### config.mk
export PLATFORM = sky130hd
export DESIGN_NAME = obbsat_pipe_ctl
export DESIGN_NICKNAME = d
export VERILOG_FILES = /design/src/rtl/obbsat_pkg.sv /design/src/rtl/obbsat_pipe_ctl.sv
export SDC_FILE = /design/constraint.sdc
export NUM_CORES = 1
export LEC_CHECK = 0
export BUFFER_PORTS_ARGS = -buffer_cell sky130_fd_sc_hd__buf_2
export CAP_MARGIN = 20
export CORE_AREA = 5 5 42 44
export DETAILED_ROUTE_END_ITERATION = 8
export DIE_AREA = 0 0 47 49
export PLACE_DENSITY_LB_ADDON = 0.3
export SLEW_MARGIN = 20
export SYNTH_ARGS = -nofsm -noshare
export SYNTH_HDL_FRONTEND = slang
export SYNTH_SLANG_ARGS = --single-unit
### constraint.sdc
create_clock -name clk -period 3.7 [get_ports clk]
set_input_delay 1.11 -clock clk [delete_from_list [all_inputs] [get_ports clk]]
set_output_delay 1.11 -clock clk [all_outputs]
set_load 0.02 [all_outputs]
### src/rtl/obbsat_pkg.sv
// Types and fixed widths shared by the box overlap unit.
`timescale 1ns / 1ps
package obbsat_pkg;

    localparam int COORD_BITS   = 24;
    localparam int HALF_BITS    = COORD_BITS - 1;
    localparam int ROT_BITS     = 16;
    localparam int ROT_FRAC_MIN = 8;

    // Datapath widths, sized for the smallest rotation fraction
    localparam int SQ_BITS  = 2 * COORD_BITS;
    localparam int RP_BITS  = 2 * ROT_BITS;
    localparam int RS_BITS  = RP_BITS + 1;
    localparam int RM_BITS  = RS_BITS - ROT_FRAC_MIN + 1;
    localparam int RA_BITS  = RM_BITS - 1;
    localparam int DP_BITS  = COORD_BITS + ROT_BITS;
    localparam int DS_BITS  = DP_BITS + 1;
    localparam int EW_BITS  = DS_BITS - ROT_FRAC_MIN + 1;
    localparam int HP_BITS  = HALF_BITS + RA_BITS;
    localparam int PP_BITS  = EW_BITS + RM_BITS;
    localparam int PS_BITS  = PP_BITS + 1;
    localparam int CMP_BITS = PS_BITS + 1;

    localparam int NSTAGE = 6;

    localparam int CAUSE_BITS = 3;
    localparam logic [CAUSE_BITS-1:0] CAUSE_OVERLAP = 3'd0;
    localparam logic [CAUSE_BITS-1:0] CAUSE_FAR     = 3'd1;
    localparam logic [CAUSE_BITS-1:0] CAUSE_THIS_X  = 3'd2;
    localparam logic [CAUSE_BITS-1:0] CAUSE_THIS_Y  = 3'd3;
    localparam logic [CAUSE_BITS-1:0] CAUSE_OTHER_X = 3'd4;
    localparam logic [CAUSE_BITS-1:0] CAUSE_OTHER_Y = 3'd5;

    typedef struct packed {
        logic signed [COORD_BITS-1:0] center_dx;
        logic signed [COORD_BITS-1:0] center_dy;
        logic [HALF_BITS-1:0]         this_half_x;
        logic [HALF_BITS-1:0]         this_half_y;
        logic [HALF_BITS-1:0]         other_half_x;
        logic [HALF_BITS-1:0]         other_half_y;
        logic signed [ROT_BITS-1:0]   this_cos;
        logic signed [ROT_BITS-1:0]   this_sin;
        logic signed [ROT_BITS-1:0]   other_cos;
        logic signed [ROT_BITS-1:0]   other_sin;
        logic [COORD_BITS-1:0]        radius_sum;
        logic                         box_mode;
    } obbsat_pair_t;

    typedef struct packed {
        logic                  colliding;
        logic [CAUSE_BITS-1:0] separation_cause;
    } obbsat_result_t;

    typedef struct packed {
        logic [NSTAGE-1:0] load;
        logic [NSTAGE-1:0] valid;
    } obbsat_ctl_t;

endpackage

### src/rtl/obbsat_pipe_ctl.sv
// Valid and load control for the stages of the box overlap pipeline.
`timescale 1ns / 1ps
module obbsat_pipe_ctl
    import obbsat_pkg::*;
(
    input  logic        clk,
    input  logic        rst_n,
    input  logic        upstream_valid,
    output logic        upstream_ready,
    input  logic        downstream_ready,
    output obbsat_ctl_t ctl
);

    logic [NSTAGE-1:0] valid_reg;
    logic [NSTAGE-1:0] valid_next;
    logic [NSTAGE:0]   rdy;
    logic [NSTAGE-1:0] feed;

    // A stage may load when it is empty or its contents move on this cycle
    always_comb
    begin
        rdy[NSTAGE] = downstream_ready;
        for (int k = NSTAGE - 1; k >= 0; k--)
        begin
            rdy[k] = !valid_reg[k] || rdy[k+1];
        end
    end

    assign feed = {valid_reg[NSTAGE-2:0], upstream_valid};

    always_comb
    begin
        for (int k = 0; k < NSTAGE; k++)
        begin
            valid_next[k] = rdy[k] ? feed[k] : valid_reg[k];
        end
    end

    always_ff @(posedge clk or negedge rst_n)
    begin
        if (!rst_n)
        begin
            valid_reg <= '0;
        end
        else
        begin
            valid_reg <= valid_next;
        end
    end

    assign upstream_ready = rdy[0];
    assign ctl.load       = rdy[NSTAGE-1:0];
    assign ctl.valid      = valid_reg;

endmodule

==> results.py, run 1 <==
metrics = {
    "critical_path": {
        "start_kind": "primary input",
        "arrival_ns": 1.94,
        "cp_max_fo": 8,
        "path_class": "primary input to output port",
        "cp-end-kind": "output port",
        "worstPathRequired_ns": 2.59,
    },
    "power_and_ir_drop": {
        "seqPwrFrac_pct": 40.9,
        "p_per_area_nw_per_um2": 574.2,
        "power.net_switching_uw": 74.10,
        "combPwrFrac_pct": 29.1,
        "pwr-share-clk_pct": 30.0,
        "p_leak_nw": 0.1662,
        "power_uw": 206.9,
        "p_sw_share_pct": 35.81,
        "p_int_uw": 132.8,
        "ir_worst_vdd_uv": 177.2,
    },
    "global_route": {
        "grt_max_degree": 9,
        "grt_pass1_wl_mm": 1.055,
        "grt_pass1_vias": 251,
        "grt_antenna_before_repair": 0,
        "grtUsageTotal_pct": 6.582,
        "globalRouteOverflowTotal": 0,
    },
    "logic_synthesis": {
        "synth_edf_count": 0,
        "yosys_warnings": 0,
        "synth_top_flop_cell": "dfrtp_1",
        "synth.avg_cell_area_um2": 12.21,
        "syn-cell-area_um2": 256.5,
        "synth_common_cells": "dfrtp_1, nand2b_1",
        "synth.most_common_cell": "dfrtp_1",
        "synth_area_leaders": "dfrtp_1, nand2b_1, buf_6",
        "yosysTopAreaCellShare_pct": 58.54,
        "synth_seq_cells": 6,
        "ys_seq_area_share_pct": 58.54,
        "yosysUniqueCellTypes": 14,
        "synthCells": 21,
        "yosys.area.top_type": "dfrtp_1",
        "synthesis.nets": 25,
        "synthArstFlopShare_pct": 100.0,
    },
    "route": {
        "wl_per_cell_um": 11.48,
        "drc": 0,
        "final_antenna_net_count": 0,
        "finalWirelength_um": 620,
        "num_vias": 217,
        "vias_per_cell": 4.019,
        "drt_iter0_drc": 7,
        "dr.pass1.iters": 2,
    },
    "sta": {
        "period_needed_ns": 3.050,
        "setup_viol": 0,
        "rsz0062_at_grt": "false",
        "hold_slack_ns": 0.4818,
        "slew_headroom_pct": 82.69,
        "worst_slew_pin_slew_ns": 0.2595,
        "fin_skew_ns": 0.001913,
        "period_share_pct": 82.42,
        "finalHoldViolCount": 0,
        "final_max_slew_viol_count": 0,
        "fmax_mhz": 327.9,
        "fin_tns_setup_ns": 0,
    },
    "layout": {
        "fill_cells": 161,
        "layoutNonFillerInstCount": 54,
        "antenna_cells": 0,
        "final_layout_size_suffix_gt1_share_pct": 50.00,
        "seq_area_um2": 150.1,
        "nets": 44,
        "postLayoutCellArea_um2": 360.3,
        "area_delta_synth_final_pct": 40.49,
        "multiInputGateArea_um2": 83.83,
        "largest_reg_flops": 6,
    },
    "status": {
        "outcome": "complete, no violations",
    },
    "clock_tree": {
        "insertion_delay_ns": 0.25,
        "cts_tree": "done",
        "clock_sinks": 6,
        "cts_buffers": 3,
        "ctsHoldBuffers": 0,
        "clockBufferDepth": 2,
        "cts-root-buf": "clkbuf_4",
        "ctsResizeCount": 0,
        "clk_pin_slew_worst_paths_ns": 0.05,
        "postCtsSetupRepairBufs": 0,
        "h-tree-depth": 1,
    },
    "die": {
        "die_x_um": 47,
        "core_area_um2": 1401,
        "die_h_um": 49,
        "ioPinCount": 17,
        "die_area_um2": 2303,
        "start_util_pct": 18.30,
        "rows": 14,
    },
    "placement": {
        "placement.io_buffers": 16,
        "dp_cells": 51,
        "postPlaceCellArea_um2": 337.8,
        "dp_hpwl_um": 459.6,
        "gp_congestion": 0.6844,
    },
    "flow_run": {
        "maxCapViolCount": 0,
    },
    "hold_path": {
        "hold_class": "register to register",
    },
}
## metrics by stage
stage          util, %  setup WS, ns
2_1_floorplan        -        0.6099
3_3_place_gp     24.11        0.6747
3_5_place_dp     24.11        0.6561
4_1_cts          25.71        0.6392
5_1_grt          25.71        0.5710
6_report         25.71        0.6504
## area by class of cell
| cell class | instances | area share (%) |
|---|---|---|
| clock buffer | 3 | 6.250 |
| inverter | 1 | 1.042 |
| multi-input combinational | 12 | 23.26 |
| sequential | 6 | 41.67 |
| tap | 16 | 5.556 |
| timing repair buffer | 16 | 22.22 |
## worst max-delay path, stage by stage
cell and delay, ns:
buf_2 0.11, and4b_1 0.39, nand4_1 0.14, buf_2 0.18
## routing by layer
metal | GRT usage, % | vias to the layer above | wire length (um)
li1 | - | 107 | -
met1 | 8.929 | 91 | 325
met2 | 7.240 | 19 | 184
met3 | 5.535 | 0 | 110
met4 | 2.765 | 0 | 0
met5 | 0 | - | 0
## worst paths after layout
check / from / end / slack (ns) / cells after the start
hold reg to reg: valid_reg[3] / valid_reg[4] / 0.48 / 1
hold / removal: valid_reg[3] / valid_reg[4] / 0.48 / 1
max in group asynchronous: rst_n / valid_reg[1] / 2.88 / 1
min in group asynchronous: rst_n / valid_reg[3] / 0.68 / 1
setup / recovery: downstream_ready / upstream_ready / 0.65 / 4
setup reg to reg: valid_reg[4] / valid_reg[0] / 2.64 / 2
## power groups by stage
stage	registers, mW	logic [mW]	clock network [mW]
2_1_floorplan	0.0950	0.0324	0
3_3_place_gp	0.0860	0.0608	0
3_5_place_dp	0.0856	0.0609	0
4_1_cts	0.0846	0.0613	0.0671
5_1_grt	0.0872	0.0653	0.0685
6_report	0.0846	0.0602	0.0621
## cells in the final DEF (no fill, tap or decap), drive strengths merged
cell    count
or2         1
and4b       1
a41o        1
dfrtp       6
inv         1
nand3       1
buf        16
a21o        1
nand3b      1
nand2       1
clkbuf      3
nand4       1
a31o        1
nand2b      3
## cells by family (layout without fill, tap and decap cells)
| group | after synthesis | count (layout) | synth area share (%) |
|---|---|---|---|
| AND/OR/NAND/NOR | 9 | 9 | 22.44 |
| flip-flops | 6 | 6 | 58.54 |
| buffers and inverters | 3 | 20 | 8.780 |
| AO/OA/AOI/OAI | 3 | 3 | 10.25 |
Note: power is estimated with default switching activity, not from simulation.
==> inputs of run 2 (changes only) <==
==> constraint.sdc (replaced) <==
create_clock -name clk -period 2.77 [get_ports clk]
set_input_delay 0.831 -clock clk [delete_from_list [all_inputs] [get_ports clk]]
set_output_delay 0.831 -clock clk [all_outputs]
set_load 0.02 [all_outputs]
==> run 2 against run 1 <==
Wire length decreased by 5.6%. Via count increased by 2.3%. Clock power increased by 26%. Flip-flop and latch count unchanged. Cell count unchanged. Clock skew decreased by 0.00068 ns. Cell area unchanged. Register-to-register slack got worse by 0.93 ns. Non-clock buffer count unchanged. Worst setup slack got worse by 0.38 ns. Largest power group unchanged. Die area unchanged. Core utilization unchanged.
==> results.py, run 2 (synthesis gave the netlist of run 1 again) <==
metrics = {
    "flow_run": {
        "maxCapViolCount": 0,
    },
    "clock_tree": {
        "insertion_delay_ns": 0.24,
        "cts-root-buf": "clkbuf_4",
        "h-tree-depth": 1,
        "clockBufferDepth": 2,
        "ctsResizeCount": 0,
        "cts_tree": "done",
        "postCtsSetupRepairBufs": 0,
        "clock_sinks": 6,
        "cts_buffers": 3,
        "clk_pin_slew_worst_paths_ns": 0.04,
        "ctsHoldBuffers": 0,
    },
    "route": {
        "final_antenna_net_count": 0,
        "wl_per_cell_um": 10.83,
        "dr.pass1.iters": 3,
        "drc": 0,
        "vias_per_cell": 4.111,
        "num_vias": 222,
        "finalWirelength_um": 585,
        "drt_iter0_drc": 8,
    },
    "sta": {
        "fin_skew_ns": 0.001235,
        "fin_tns_setup_ns": 0,
        "period_needed_ns": 2.504,
        "final_max_slew_viol_count": 0,
        "hold_slack_ns": 0.4062,
        "fmax_mhz": 399.4,
        "finalHoldViolCount": 0,
        "setup_viol": 0,
        "period_share_pct": 90.39,
        "worst_slew_pin_slew_ns": 0.2820,
        "rsz0062_at_grt": "false",
        "slew_headroom_pct": 81.19,
    },
    "power_and_ir_drop": {
        "p_leak_nw": 0.1662,
        "p_per_area_nw_per_um2": 755.2,
        "ir_worst_vdd_uv": 386.7,
        "power_uw": 272.1,
    },
    "critical_path": {
        "worstPathRequired_ns": 1.94,
        "cp_max_fo": 8,
        "arrival_ns": 1.67,
        "path_class": "primary input to output port",
        "cp-end-kind": "output port",
        "start_kind": "primary input",
    },
    "die": {
        "core_area_um2": 1401,
        "die_x_um": 47,
        "die_area_um2": 2303,
        "start_util_pct": 18.30,
        "die_h_um": 49,
        "ioPinCount": 17,
        "rows": 14,
    },
    "placement": {
        "dp_cells": 51,
        "placement.io_buffers": 16,
        "gp_congestion": 0.6389,
    },
    "global_route": {
        "grtUsageTotal_pct": 6.166,
        "grt_antenna_before_repair": 0,
        "grt_pass1_wl_um": 952,
        "grt_pass1_vias": 218,
        "globalRouteOverflowTotal": 0,
        "grt_max_degree": 9,
    },
    "status": {
        "outcome": "complete, no violations",
    },
    "layout": {
        "multiInputGateArea_um2": 83.83,
        "fill_cells": 156,
        "layoutNonFillerInstCount": 54,
        "nets": 44,
        "layout_commonest_cell": "buf_2",
        "area_delta_synth_final_pct": 40.49,
        "layout_common_cells": "buf_2, dfrtp_1, nand2b_1, clkbuf_4",
        "final_layout_size_suffix_gt1_share_pct": 50.00,
        "largest_reg_flops": 6,
        "seq_area_um2": 150.1,
        "antenna_cells": 0,
    },
    "hold_path": {
        "hold_class": "primary input to asynchronous set/reset pin",
    },
}
## run 2: cell counts in the layout (fill, tap and decap cells not counted)
Identical to the previous run, type by type.
## run 2: metal layers
layer  track usage [%]  share of wire [%]  routed length, um  vias up
met5                 0                  0                  0        -
met4             2.765                  0                  0        0
met3             5.904                 20                116        0
met2             6.787                 32                190       17
met1             7.848                 48                278       96
li1                  -                  -                  -      109
## run 2: path summary, 6_finish.rpt
path / to / start / slack (ns) / cells after the start
worst min-delay path: valid_reg[2] / rst_n / 0.41 / 1
worst max-delay path: upstream_ready / downstream_ready / 0.27 / 4
worst min register to register: valid_reg[4] / valid_reg[3] / 0.48 / 1
min in group clk: valid_reg[4] / valid_reg[3] / 0.48 / 1
worst max register to register: valid_reg[0] / valid_reg[4] / 1.71 / 2
max in group asynchronous: valid_reg[5] / rst_n / 2.22 / 1
## run 2: worst max-delay path: stages
cell     delay [ns]
buf_2          0.10
and4b_1        0.41
nand4_1        0.14
buf_2          0.18
## run 2: where the power goes
group	switching, mW	internal, mW
Sequential	0.0135	0.0997
Clock	0.0294	0.0489
Combinational	0.0520	0.0286
Total	0.0950	0.177
## run 2: layout make-up
| class | instances | share of cell area [%] |
|---|---|---|
| multi-input cells | 12 | 23.26 |
| flip-flops and latches | 6 | 41.67 |
| clock buffers | 3 | 6.250 |
| well taps | 16 | 5.556 |
| repair buffers | 16 | 22.22 |
| inverters | 1 | 1.042 |
## run 2: stage by stage
step	setup WS, ns	area, um2	util, %
floorplan	0.2379	256.5	-
finish	0.2661	360.3	25.71
global route	0.1699	360.3	25.71
detailed placement	0.2672	337.8	24.11
CTS	0.2591	360.3	25.71
global placement	0.2741	337.8	24.11
==> inputs of run 3 (changes only) <==
--- a/config.mk
+++ b/config.mk
@@ -7,9 +7,11 @@
 export LEC_CHECK = 0
 export BUFFER_PORTS_ARGS = -buffer_cell sky130_fd_sc_hd__buf_2
 export CAP_MARGIN = 20
-export CORE_AREA = 5 5 42 44
+export CELL_PAD_IN_SITES_DETAIL_PLACEMENT = 0
+export CELL_PAD_IN_SITES_GLOBAL_PLACEMENT = 2
+export CORE_MARGIN = 5
+export CORE_UTILIZATION = 18
 export DETAILED_ROUTE_END_ITERATION = 8
-export DIE_AREA = 0 0 47 49
 export PLACE_DENSITY_LB_ADDON = 0.3
 export SLEW_MARGIN = 20
 export SYNTH_ARGS = -nofsm -noshare
==> run 3 against run 2 <==
Worst setup slack gained 0.0051 ns. Hold slack lost 0.0036 ns. Flip-flop and latch count is the same. Cell count shrank 1.9%. Cell area shrank 0.35%. Largest cell class unchanged. Largest power group unchanged.
==> results.py, run 3 (synthesis gave the netlist of run 1 again) <==
metrics = {
    "layout": {
        "layout_commonest_cell": "buf_2",
        "layout_common_cells": "buf_2, dfrtp_1, nand2b_1, clkbuf_4",
        "area_delta_synth_final_pct": 40.00,
        "final_layout_size_suffix_gt1_share_pct": 50.00,
        "fin_util_pct": 27.26,
        "largest_reg_flops": 6,
        "antenna_cells": 0,
        "layoutNonFillerInstCount": 53,
        "nets": 44,
    },
    "hold_path": {
        "hold_class": "primary input to asynchronous set/reset pin",
    },
    "clock_tree": {
        "insertion_delay_ns": 0.24,
        "postCtsSetupRepairBufs": 0,
        "clk_pin_slew_worst_paths_ns": 0.04,
        "ctsResizeCount": 0,
        "cts_tree": "done",
        "h-tree-depth": 1,
        "cts_buffers": 3,
        "ctsHoldBuffers": 0,
        "clock_sinks": 6,
        "clockBufferDepth": 2,
        "cts-root-buf": "clkbuf_4",
    },
    "die": {
        "die_h_um": 47.75,
        "ioPinCount": 17,
        "die_x_um": 47.75,
        "rows": 13,
        "die_area_um2": 2280,
        "core_area_um2": 1318,
        "start_util_pct": 19.47,
    },
    "placement": {
        "gp_congestion": 0.6869,
        "placement.io_buffers": 16,
        "place_ws_ns": 0.2524,
        "dp_cells": 50,
    },
    "critical_path": {
        "cp-end-kind": "output port",
        "worstPathRequired_ns": 1.94,
        "start_kind": "primary input",
        "crit_chain": "buf_2 > and4b_1 > nand4_1 > buf_2",
        "crit_top_cell": "buf_2",
        "slowest_delay_ns": 0.40,
        "cpMaxStageDelayCell": "and4b_1",
        "path_class": "primary input to output port",
        "cp_max_fo": 8,
        "r2r_slack_ns": 1.71,
        "arrival_ns": 1.67,
    },
    "power_and_ir_drop": {
        "ir_worst_vdd_uv": 244.3,
        "p_leak_nw": 0.1662,
        "p_per_area_nw_per_um2": 755.2,
    },
    "route": {
        "drt_iter0_drc": 0,
        "finalWirelength_um": 594,
        "num_vias": 220,
        "drc": 0,
        "vias_per_cell": 4.151,
        "final_antenna_net_count": 0,
        "dr.pass1.iters": 1,
        "wl_per_cell_um": 11.21,
    },
    "sta": {
        "fin_skew_ns": 0.0006373,
        "setup_viol": 0,
        "final_max_slew_viol_count": 0,
        "finalHoldViolCount": 0,
        "slew_headroom_pct": 82.02,
        "period_share_pct": 90.21,
        "worst_slew_pin_slew_ns": 0.2695,
        "period_needed_ns": 2.499,
        "rsz0062_at_grt": "false",
        "fmax_mhz": 400.2,
        "fin_tns_setup_ns": 0,
        "setup_ws_ns": 0.2712,
    },
    "global_route": {
        "grt_antenna_before_repair": 0,
        "grtUsageTotal_pct": 6.250,
        "grt_pass1_vias": 237,
        "globalRouteOverflowTotal": 0,
        "grt_max_degree": 9,
        "grt_pass1_wl_um": 945,
    },
    "status": {
        "outcome": "complete, no violations",
    },
    "flow_run": {
        "maxCapViolCount": 0,
    },
}
## run 3: cell counts in the layout (fill, tap and decap cells not counted)
No cell type changed its count.
## run 3: final cells by class
cell class | instances | area (um2)
fill | 144 | 958.4
sequential | 6 | 150.1
multi-input combinational | 12 | 83.83
timing repair buffer | 16 | 80.08
clock buffer | 3 | 22.52
tap | 15 | 18.77
inverter | 1 | 3.754
## run 3: where the power goes
group,internal (mW),switching (mW)
logic,0.0286,0.0521
clock network,0.0488,0.0282
registers,0.0997,0.0138
## run 3: worst max-delay path: cells and delay by family
family                 cells  cell delay [ns]
buffers and inverters      2             0.29
and+or+nand+nor            2             0.55
## run 3: path summary, 6_finish.rpt
| kind | start | end | cells past startpoint |
|---|---|---|---|
| worst min-delay path | rst_n | valid_reg[2] | 1 |
| worst max register to register | valid_reg[4] | valid_reg[0] | 2 |
| min in group clk | valid_reg[3] | valid_reg[4] | 1 |
| max in group asynchronous | rst_n | valid_reg[5] | 1 |
| worst max-delay path | downstream_ready | ctl[6] | 4 |
| worst min register to register | valid_reg[3] | valid_reg[4] | 1 |
## run 3: stage by stage
step / cell area [um2] / hold WS (ns) / power [mW]
final: 359.1 / 0.4026 / 0.2712
after global routing: 359.1 / 0.4000 / 0.2906
after CTS: 359.1 / 0.3986 / 0.2779
after detailed placement: 336.6 / 0.4733 / 0.1976
after global placement: 336.6 / 0.4771 / 0.1963
after floorplan: 256.5 / 0.5354 / 0.1702
## run 3: routing by layer
| metal | GRT usage, % | part of all wire, % | wire [um] |
|---|---|---|---|
| met1 | 6.349 | 34 | 202 |
| met2 | 10.03 | 58 | 344 |
| met3 | 1.504 | 5.2 | 31 |
| met4 | 6.452 | 2.5 | 15 |
| met5 | 0 | 0 | 0 |
